### config.mk
export PLATFORM = sky130hd
export DESIGN_NAME = servo_position_p_controller_core_flat
export DESIGN_NICKNAME = d
export VERILOG_FILES = /design/src/hdl/spc_pkg.sv /design/src/hdl/spc_ifs.sv /design/src/hdl/spc_mul.sv /design/src/hdl/spc_seq.sv /design/src/hdl/servo_position_p_controller_core.sv /design/src/flat_wrapper.sv
export VERILOG_INCLUDE_DIRS = /design/src /design/src/hdl
export SDC_FILE = /design/constraint.sdc
export NUM_CORES = 1
export LEC_CHECK = 0
export BUFFER_PORTS_ARGS = -buffer_cell sky130_fd_sc_hd__buf_2
export CORE_MARGIN = 3
export CORE_UTILIZATION = 30
export DETAILED_ROUTE_END_ITERATION = 16
export HOLD_SLACK_MARGIN = 0.1
export PLACE_DENSITY = 0.54
export SYNTH_ARGS = -nofsm -noshare
export SYNTH_HDL_FRONTEND = slang
export SYNTH_SLANG_ARGS = --single-unit
### constraint.sdc
create_clock -name clk -period 10.56 [get_ports clk]
set_clock_uncertainty 0.15 [all_clocks]
set_input_delay 1.584 -clock clk [delete_from_list [all_inputs] [get_ports clk]]
set_output_delay 1.584 -clock clk [all_outputs]
set_load 0.01 [all_outputs]
### src/hdl/servo_position_p_controller_core_macros.svh
// assertion helpers, clocked on clk and disabled in reset
`ifndef SERVO_POSITION_P_CONTROLLER_CORE_MACROS_SVH
`define SERVO_POSITION_P_CONTROLLER_CORE_MACROS_SVH

`ifndef SYNTH

`define SPC_ASSERT_ALWAYS(label, expr) \
  label: assert property (@(posedge clk) disable iff (rst) (expr)) \
    else $error("assertion failed");

`define SPC_ASSERT_IMPLY(label, ante, cons) \
  label: assert property (@(posedge clk) disable iff (rst) (ante) |-> (cons)) \
    else $error("assertion failed");

`else

`define SPC_ASSERT_ALWAYS(label, expr)

`define SPC_ASSERT_IMPLY(label, ante, cons)

`endif

`endif

### src/hdl/spc_pkg.sv
package spc_pkg;

  localparam int unsigned KP_W    = 20;
  localparam int unsigned ANGLE_W = 16;
  localparam int unsigned TA_W    = 17;
  localparam int unsigned VEL_W   = 12;
  localparam int unsigned PULSE_W = 11;
  localparam int unsigned MUL_A_W = 21;
  localparam int unsigned MUL_B_W = 17;
  localparam int unsigned MUL_P_W = 38;
  localparam int unsigned VEL_SH  = 14;

  localparam logic [KP_W-1:0]           KP_RESET   = 20'd65536;
  localparam logic [ANGLE_W-1:0]        ANGLE_MAX  = 16'd46080;
  localparam logic signed [VEL_W-1:0]   VEL_MAX    = 12'sd1024;
  localparam logic signed [VEL_W-1:0]   VEL_MIN    = -12'sd1024;
  localparam logic [PULSE_W-1:0]        PULSE_MID  = 11'd1500;
  localparam logic signed [MUL_B_W-1:0] PULSE_SPAN = 17'sd400;
  localparam logic signed [MUL_B_W-1:0] STEP_MUL   = 17'sd5;

  localparam logic OP_SET  = 1'b0;
  localparam logic OP_TICK = 1'b1;

  typedef enum logic [2:0] {
    ST_IDLE,
    ST_GAIN,
    ST_VEL,
    ST_PULSE,
    ST_STEP,
    ST_EST
  } state_t;

  typedef enum logic [1:0] {
    SEL_GAIN,
    SEL_PULSE,
    SEL_STEP
  } mul_sel_t;

  typedef struct packed {
    logic     in_ready;
    logic     set_tgt;
    logic     load_vel;
    logic     load_pulse;
    logic     load_out;
    mul_sel_t mul_sel;
  } ctl_t;

endpackage

### src/hdl/spc_ifs.sv
interface spc_cmd_if import spc_pkg::*; ();
  logic                   valid;
  logic                   ready;
  logic                   operation;
  logic signed [TA_W-1:0] goal_angle;

  modport source (output valid, output operation, output goal_angle, input ready);
  modport sink (input valid, input operation, input goal_angle, output ready);
endinterface

interface spc_res_if import spc_pkg::*; ();
  logic                    valid;
  logic                    ready;
  logic [PULSE_W-1:0]      pulse_width;
  logic signed [VEL_W-1:0] velocity;
  logic [ANGLE_W-1:0]      estimated_angle;

  modport source (output valid, output pulse_width, output velocity,
                  output estimated_angle, input ready);
  modport sink (input valid, input pulse_width, input velocity,
                input estimated_angle, output ready);
endinterface

interface spc_cfg_if import spc_pkg::*; ();
  logic            valid;
  logic            ready;
  logic [KP_W-1:0] kp;

  modport source (output valid, output kp, input ready);
  modport sink (input valid, input kp, output ready);
endinterface

### src/hdl/spc_mul.sv
module spc_mul import spc_pkg::*; (
  input  logic                      clk,
  input  logic signed [MUL_A_W-1:0] a,
  input  logic signed [MUL_B_W-1:0] b,
  output logic signed [MUL_P_W-1:0] p
);

  always_ff @(posedge clk) begin
    p <= MUL_P_W'(a) * MUL_P_W'(b);
  end

endmodule

### src/hdl/spc_seq.sv
module spc_seq import spc_pkg::*; (
  input  logic clk,
  input  logic rst,
  input  logic cmd_valid,
  input  logic cmd_op,
  input  logic out_busy,
  output ctl_t ctl
);

  state_t state;
  state_t state_next;

  always_ff @(posedge clk) begin
    if (rst) begin
      state <= ST_IDLE;
    end else begin
      state <= state_next;
    end
  end

  always_comb begin
    state_next     = state;
    ctl.in_ready   = 1'b0;
    ctl.set_tgt    = 1'b0;
    ctl.load_vel   = 1'b0;
    ctl.load_pulse = 1'b0;
    ctl.load_out   = 1'b0;
    ctl.mul_sel    = SEL_GAIN;
    case (state)
      ST_IDLE: begin
        ctl.in_ready = 1'b1;
        if (cmd_valid) begin
          if (cmd_op == OP_TICK) begin
            state_next = ST_GAIN;
          end else begin
            ctl.set_tgt = 1'b1;
          end
        end
      end
      ST_GAIN: begin
        ctl.mul_sel = SEL_GAIN;
        state_next  = ST_VEL;
      end
      ST_VEL: begin
        ctl.load_vel = 1'b1;
        state_next   = ST_PULSE;
      end
      ST_PULSE: begin
        ctl.mul_sel = SEL_PULSE;
        state_next  = ST_STEP;
      end
      ST_STEP: begin
        ctl.load_pulse = 1'b1;
        ctl.mul_sel    = SEL_STEP;
        state_next     = ST_EST;
      end
      ST_EST: begin
        ctl.mul_sel = SEL_STEP;
        if (!out_busy) begin
          ctl.load_out = 1'b1;
          state_next   = ST_IDLE;
        end
      end
      default: begin
        state_next = ST_IDLE;
      end
    endcase
  end

endmodule

### src/hdl/servo_position_p_controller_core.sv
// Proportional position controller for a continuous-rotation servo. A set-target word
// (operation 0) is taken and stores the angle clamped to 0..46080 (1/256 deg); it gives no
// result. A control tick (operation 1) stalls in its last state while the result register is
// full. One shared 21x17 multiplier is used in turn for kp*error, velocity*400 and
// velocity*5, each product registered before use. The result word waits in an output
// register, and a following set-target word is taken while it waits. The gain register kp
// resets to 65536 and is written through the cfg channel.
`include "servo_position_p_controller_core_macros.svh"

module servo_position_p_controller_core import spc_pkg::*; (
  input logic     clk,
  input logic     rst,
  spc_cmd_if.sink cmd,
  spc_cfg_if.sink cfg,
  spc_res_if.source res
);

  ctl_t ctl;
  logic out_busy;

  logic [KP_W-1:0]         kp;
  logic [ANGLE_W-1:0]      tgt_pos;
  logic [ANGLE_W-1:0]      est_pos;
  logic signed [VEL_W-1:0] vel;
  logic [PULSE_W-1:0]      pulse;

  logic                    res_valid;
  logic [PULSE_W-1:0]      res_pulse;
  logic signed [VEL_W-1:0] res_vel;
  logic [ANGLE_W-1:0]      res_est;

  logic signed [TA_W-1:0]    err;
  logic signed [MUL_A_W-1:0] mul_a;
  logic signed [MUL_B_W-1:0] mul_b;
  logic signed [MUL_P_W-1:0] mul_p;

  logic signed [MUL_P_W-VEL_SH-1:0] vel_raw;
  logic signed [VEL_W-1:0]          vel_next;
  logic signed [19:0]               off_prod;
  logic signed [19:0]               off_adj;
  logic signed [9:0]                off;
  logic signed [11:0]               pulse_sum;
  logic signed [11:0]               step;
  logic signed [17:0]               est_sum;
  logic [ANGLE_W-1:0]               est_next;
  logic [ANGLE_W-1:0]               tgt_next;

  spc_seq u_seq (
    .clk      (clk),
    .rst      (rst),
    .cmd_valid(cmd.valid),
    .cmd_op   (cmd.operation),
    .out_busy (out_busy),
    .ctl      (ctl)
  );

  spc_mul u_mul (
    .clk(clk),
    .a  (mul_a),
    .b  (mul_b),
    .p  (mul_p)
  );

  assign out_busy  = res_valid && !res.ready;
  assign cmd.ready = ctl.in_ready;
  assign cfg.ready = 1'b1;

  assign res.valid           = res_valid;
  assign res.pulse_width     = res_pulse;
  assign res.velocity        = res_vel;
  assign res.estimated_angle = res_est;

  assign err = $signed({1'b0, tgt_pos}) - $signed({1'b0, est_pos});

  always_comb begin
    case (ctl.mul_sel)
      SEL_GAIN: begin
        mul_a = $signed({1'b0, kp});
        mul_b = err;
      end
      SEL_PULSE: begin
        mul_a = MUL_A_W'(vel);
        mul_b = PULSE_SPAN;
      end
      SEL_STEP: begin
        mul_a = MUL_A_W'(vel);
        mul_b = STEP_MUL;
      end
      default: begin
        mul_a = '0;
        mul_b = '0;
      end
    endcase
  end

  // velocity: floor shift then saturate
  always_comb begin
    vel_raw = mul_p[MUL_P_W-1:VEL_SH];
    if (vel_raw > (MUL_P_W-VEL_SH)'(VEL_MAX)) begin
      vel_next = VEL_MAX;
    end else if (vel_raw < (MUL_P_W-VEL_SH)'(VEL_MIN)) begin
      vel_next = VEL_MIN;
    end else begin
      vel_next = vel_raw[VEL_W-1:0];
    end
  end

  // pulse offset truncates toward zero
  always_comb begin
    off_prod  = mul_p[19:0];
    off_adj   = off_prod + (off_prod[19] ? 20'sd1023 : 20'sd0);
    off       = off_adj[19:10];
    pulse_sum = $signed({1'b0, PULSE_MID}) + 12'(off);
  end

  always_comb begin
    step    = mul_p[13:2];
    est_sum = $signed({2'b00, est_pos}) + 18'(step);
    if (est_sum < 18'sd0) begin
      est_next = '0;
    end else if (est_sum > $signed({2'b00, ANGLE_MAX})) begin
      est_next = ANGLE_MAX;
    end else begin
      est_next = est_sum[ANGLE_W-1:0];
    end
  end

  always_comb begin
    if (cmd.goal_angle[TA_W-1]) begin
      tgt_next = '0;
    end else if (cmd.goal_angle[ANGLE_W-1:0] > ANGLE_MAX) begin
      tgt_next = ANGLE_MAX;
    end else begin
      tgt_next = cmd.goal_angle[ANGLE_W-1:0];
    end
  end

  always_ff @(posedge clk) begin
    if (rst) begin
      kp        <= KP_RESET;
      tgt_pos   <= '0;
      est_pos   <= '0;
      res_valid <= 1'b0;
    end else begin
      if (cfg.valid) begin
        kp <= cfg.kp;
      end
      if (ctl.set_tgt) begin
        tgt_pos <= tgt_next;
      end
      if (ctl.load_out) begin
        est_pos   <= est_next;
        res_valid <= 1'b1;
      end else if (res.ready) begin
        res_valid <= 1'b0;
      end
    end
  end

  always_ff @(posedge clk) begin
    if (ctl.load_vel) begin
      vel <= vel_next;
    end
    if (ctl.load_pulse) begin
      pulse <= pulse_sum[PULSE_W-1:0];
    end
    if (ctl.load_out) begin
      res_pulse <= pulse;
      res_vel   <= vel;
      res_est   <= est_next;
    end
  end

  `SPC_ASSERT_ALWAYS(a_est_range, est_pos <= ANGLE_MAX)
  `SPC_ASSERT_ALWAYS(a_tgt_range, tgt_pos <= ANGLE_MAX)
  `SPC_ASSERT_IMPLY(a_vel_range, res_valid, (res_vel <= VEL_MAX) && (res_vel >= VEL_MIN))
  `SPC_ASSERT_IMPLY(a_stop_pulse, res_valid && (res_vel == '0), res_pulse == PULSE_MID)

endmodule
### src/flat_wrapper.sv
// flat-port wrapper written by rule: the top's interface ports become plain ports
module servo_position_p_controller_core_flat import spc_pkg::*;
  (clk, rst, cmd_valid, cmd_operation, cmd_goal_angle, cmd_ready, cfg_valid, cfg_kp, cfg_ready, res_valid, res_pulse_width, res_velocity, res_estimated_angle, res_ready);
  spc_cmd_if cmd_i ();
  spc_cfg_if cfg_i ();
  spc_res_if res_i ();
  input logic clk;
  input logic rst;
  input wire logic [$bits(cmd_i.valid)-1:0] cmd_valid;
  input wire logic [$bits(cmd_i.operation)-1:0] cmd_operation;
  input wire logic [$bits(cmd_i.goal_angle)-1:0] cmd_goal_angle;
  output wire logic [$bits(cmd_i.ready)-1:0] cmd_ready;
  input wire logic [$bits(cfg_i.valid)-1:0] cfg_valid;
  input wire logic [$bits(cfg_i.kp)-1:0] cfg_kp;
  output wire logic [$bits(cfg_i.ready)-1:0] cfg_ready;
  output wire logic [$bits(res_i.valid)-1:0] res_valid;
  output wire logic [$bits(res_i.pulse_width)-1:0] res_pulse_width;
  output wire logic [$bits(res_i.velocity)-1:0] res_velocity;
  output wire logic [$bits(res_i.estimated_angle)-1:0] res_estimated_angle;
  input wire logic [$bits(res_i.ready)-1:0] res_ready;
  assign cmd_i.valid = cmd_valid;
  assign cmd_i.operation = cmd_operation;
  assign cmd_i.goal_angle = cmd_goal_angle;
  assign cmd_ready = cmd_i.ready;
  assign cfg_i.valid = cfg_valid;
  assign cfg_i.kp = cfg_kp;
  assign cfg_ready = cfg_i.ready;
  assign res_valid = res_i.valid;
  assign res_pulse_width = res_i.pulse_width;
  assign res_velocity = res_i.velocity;
  assign res_estimated_angle = res_i.estimated_angle;
  assign res_i.ready = res_ready;
  servo_position_p_controller_core u_core (.clk(clk), .rst(rst), .cmd(cmd_i), .cfg(cfg_i), .res(res_i));
endmodule
==> impl_metrics.toml <==
[run_status]
status = "complete, no violations"

[grt]
grt_pass1_wl_mm = 93.1
grt_max_degree = 59
grt_pass1_vias = 16025
grt_usage = 0.172
antenna_found_initial = 0
overflow = 0

[clock_tree]
postCtsSetupBuffers = 0
post_cts_resized = 0
cts_tree = "built"
htreeDepth = 4
cts_hold_repair.buffers = 0
cts-root-buf = "clkbuf_16"
cts.sinks = 156
clk_pin_slew_worst_paths_ns = 0.07
cts_buffers = 17
clockBufferDepth = 2
clk_latency_ns = 0.48

[yosys]
yosys_most_used_dff = "dfxtp_1"
synth-edff-count = 62
syn_area_sq_um = 20400
synth_top_area_frac = 0.352
synth_area_leader_cell = "fa_1"
yosysMostFrequentCell = "inv_1"
yosys_warnings = 0
synth_cell_type_count = 76
ys_seq_elements = 156
ys_seq_area_frac = 0.184
ys_async_sr_fraction = 0
syn-instance-count = 2221
syn_nets = 2760
avgSynthCellArea_sq_um = 9.18
yosys-top-cells-count = "407 x inv_1, 358 x fa_1, 269 x nor2_1, 215 x nand2_1, 138 x ha_1"
yosys-top-cells-area = "fa_1 35%, dfxtp_1 9.2%, edfxtp_1 9.1%, ha_1 8.5%, inv_1 7.5%"

[power]
sw_frac_of_total = 0.493
p_sw_mw = 2.02
power_frac_clock = 0.146
p_seq_frac = 0.204
combPwrFrac = 0.650
p_leak_nw = 10.6
vdd_ir_drop_max_v = 0.000176
p_int_mw = 2.07
power_density_nw_per_um2 = 182
finalPower_mw = 4.09

[sta]
maxSlewViolCount = 0
setup-violations-final = 0
fmax_ghz = 0.105
rsz0062_at_grt = "false"
relSlewSlack = 0.232
tightest_slew_ns = 1.15
hold_violations = 0
tns_ns = 0
worst_slack_ns = 1.03
fin_hold_ws_ns = 0.269
fin_crit_sh = 0.903
fin_crit_ns = 9.53

[floorplanning]
die_x_um = 267
io_pins = 85
die_h_um = 267
die-area_sq_um = 71100
start_util = 0.306
core_area_sq_um = 66600
std_cell_rows = 94

[routing]
drc = 0
drt-initial-drc-count = 1212
drt-wirelength-per-cell_um = 18.8
finalWirelength_mm = 59.5
first_pass_iters = 5
vias_per_cell = 4.98
num_vias = 15731
ant_nets = 0

[worst_setup_path]
worst_path_most_repeated_cell = "fa_1"
max_stage_delay_ns = 0.66
cp_slowest_cell = "and2_1"
crit_required_ns = 10.81
path_max_fanout = 23
arrival_ns = 9.79
crit_type = "reg -> reg"
crit_path_end_kind = "flop"
cp-start-kind = "flop"

[placement]
dpl_cell_area_sq_um = 21900
io_buffers = 83
dp_hpwl_mm = 49.6
gp_congestion = 0.959
dp_worst_setup_slack_ns = 1.26
numPlacedInstances = 3127

[cells_and_area]
fin_util = 0.337
layout-drive-gt1-share = 0.0749
layoutNonFillerInstCount = 3159
fin_nets = 2821
syn_to_final_growth_pct = 9.97
diodes = 0
final_cell_area_sq_um = 22400

[worst_hold_path]
hp-class = "reg -> reg"

[job]
cap_violations = 0
-- final timing paths --
| path | startpoint | end | slack [ns] | cells after the start |
|---|---|---|---|---|
| max reg2reg | u_core.u_seq.state[0] | u_core.u_mul.p[36] | 1.03 | 30 |
| max | u_core.u_seq.state[0] | u_core.u_mul.p[36] | 1.03 | 30 |
| min reg2reg | u_core.pulse[0] | u_core.res.pulse_width[0] | 0.27 | 0 |
| min | u_core.pulse[0] | u_core.res.pulse_width[0] | 0.27 | 0 |
-- registers in the layout, summed over array words and instances (netlist names) --
signal                      cells
u_core.u_seq.state              3
u_core.pulse                   11
u_core.res.velocity            12
u_core.est_pos                 16
u_core.tgt_pos                 16
u_core.res.valid                1
u_core.kp                      20
u_core.u_mul.p                 38
u_core.vel                     12
u_core.res.pulse_width         11
u_core.res.estimated_angle     16
-- per-layer routing --
metal,global-route usage,wire (um)
met5,0,0
met4,0.0708,2210
met3,0.0297,3790
met2,0.275,27700
met1,0.231,25800
-- cell families (layout without fill, tap and decap cells) --
kind of cell | after synthesis | after routing | share of synthesized area
buffers and inverters | 483 | 557 | 0.0898
adder cells (fa/ha/maj) | 496 | 496 | 0.436
other | 1 | 1 | 0.000184
AO/OA/AOI/OAI | 274 | 274 | 0.0914
multiplexers | 19 | 19 | 0.00933
AND/OR/NAND/NOR | 720 | 720 | 0.159
XOR/XNOR | 72 | 72 | 0.0309
flip-flops | 156 | 156 | 0.184
-- cell type report --
| class | instances | area (sq um) |
|---|---|---|
| multi-input cells | 1582 | 14800 |
| repair buffers | 117 | 671 |
| flip-flops and latches | 156 | 3740 |
| inverters | 408 | 1530 |
| well taps | 864 | 1080 |
| clock inverters | 9 | 58.8 |
| fillers | 6871 | 44100 |
| clock buffers | 23 | 492 |
-- power by group through the flow --
stage / Combinational (mW) / Sequential [mW] / Clock [mW]
after floorplan: 1.97 / 0.791 / 0
after detailed placement: 2.65 / 0.847 / 0
final: 2.66 / 0.834 / 0.598
after global placement: 2.64 / 0.844 / 0
after CTS: 2.67 / 0.834 / 0.617
after global routing: 2.99 / 0.843 / 0.637
-- worst max-delay path, delay by kind of cell, from the launching register on --
family / cells / cell delay, ns
AOI/OAI and AO/OA: 7 / 1.38
xor gates and xnor gates: 1 / 0.15
adders and majority gates: 8 / 3.84
buffers and inverters: 6 / 0.82
DFF: 1 / 0.52
and+or+nand+nor: 8 / 2.57
-- layout by cell type (no fill, tap or decap), drive strengths merged, types with 12 or more instances in the layout --
cell | synthesis | final
nand2 | 216 | 216
o21a | 15 | 15
buf | 13 | 117
nand2b | 24 | 24
mux2i | 19 | 19
nor4 | 12 | 12
dfxtp | 94 | 94
clkbuf | 62 | 23
nand3 | 41 | 41
nor3 | 33 | 33
ha | 138 | 138
a22oi | 23 | 23
nor2 | 269 | 269
xnor2 | 51 | 51
and2 | 27 | 27
xor2 | 21 | 21
inv | 408 | 411
edfxtp | 62 | 62
a21oi | 77 | 77
a21o | 23 | 23
a211oi | 19 | 19
and3 | 22 | 22
nor2b | 24 | 24
nand4 | 19 | 19
fa | 358 | 358
o21ai | 38 | 38
Note: power is estimated with default switching activity, not from simulation.
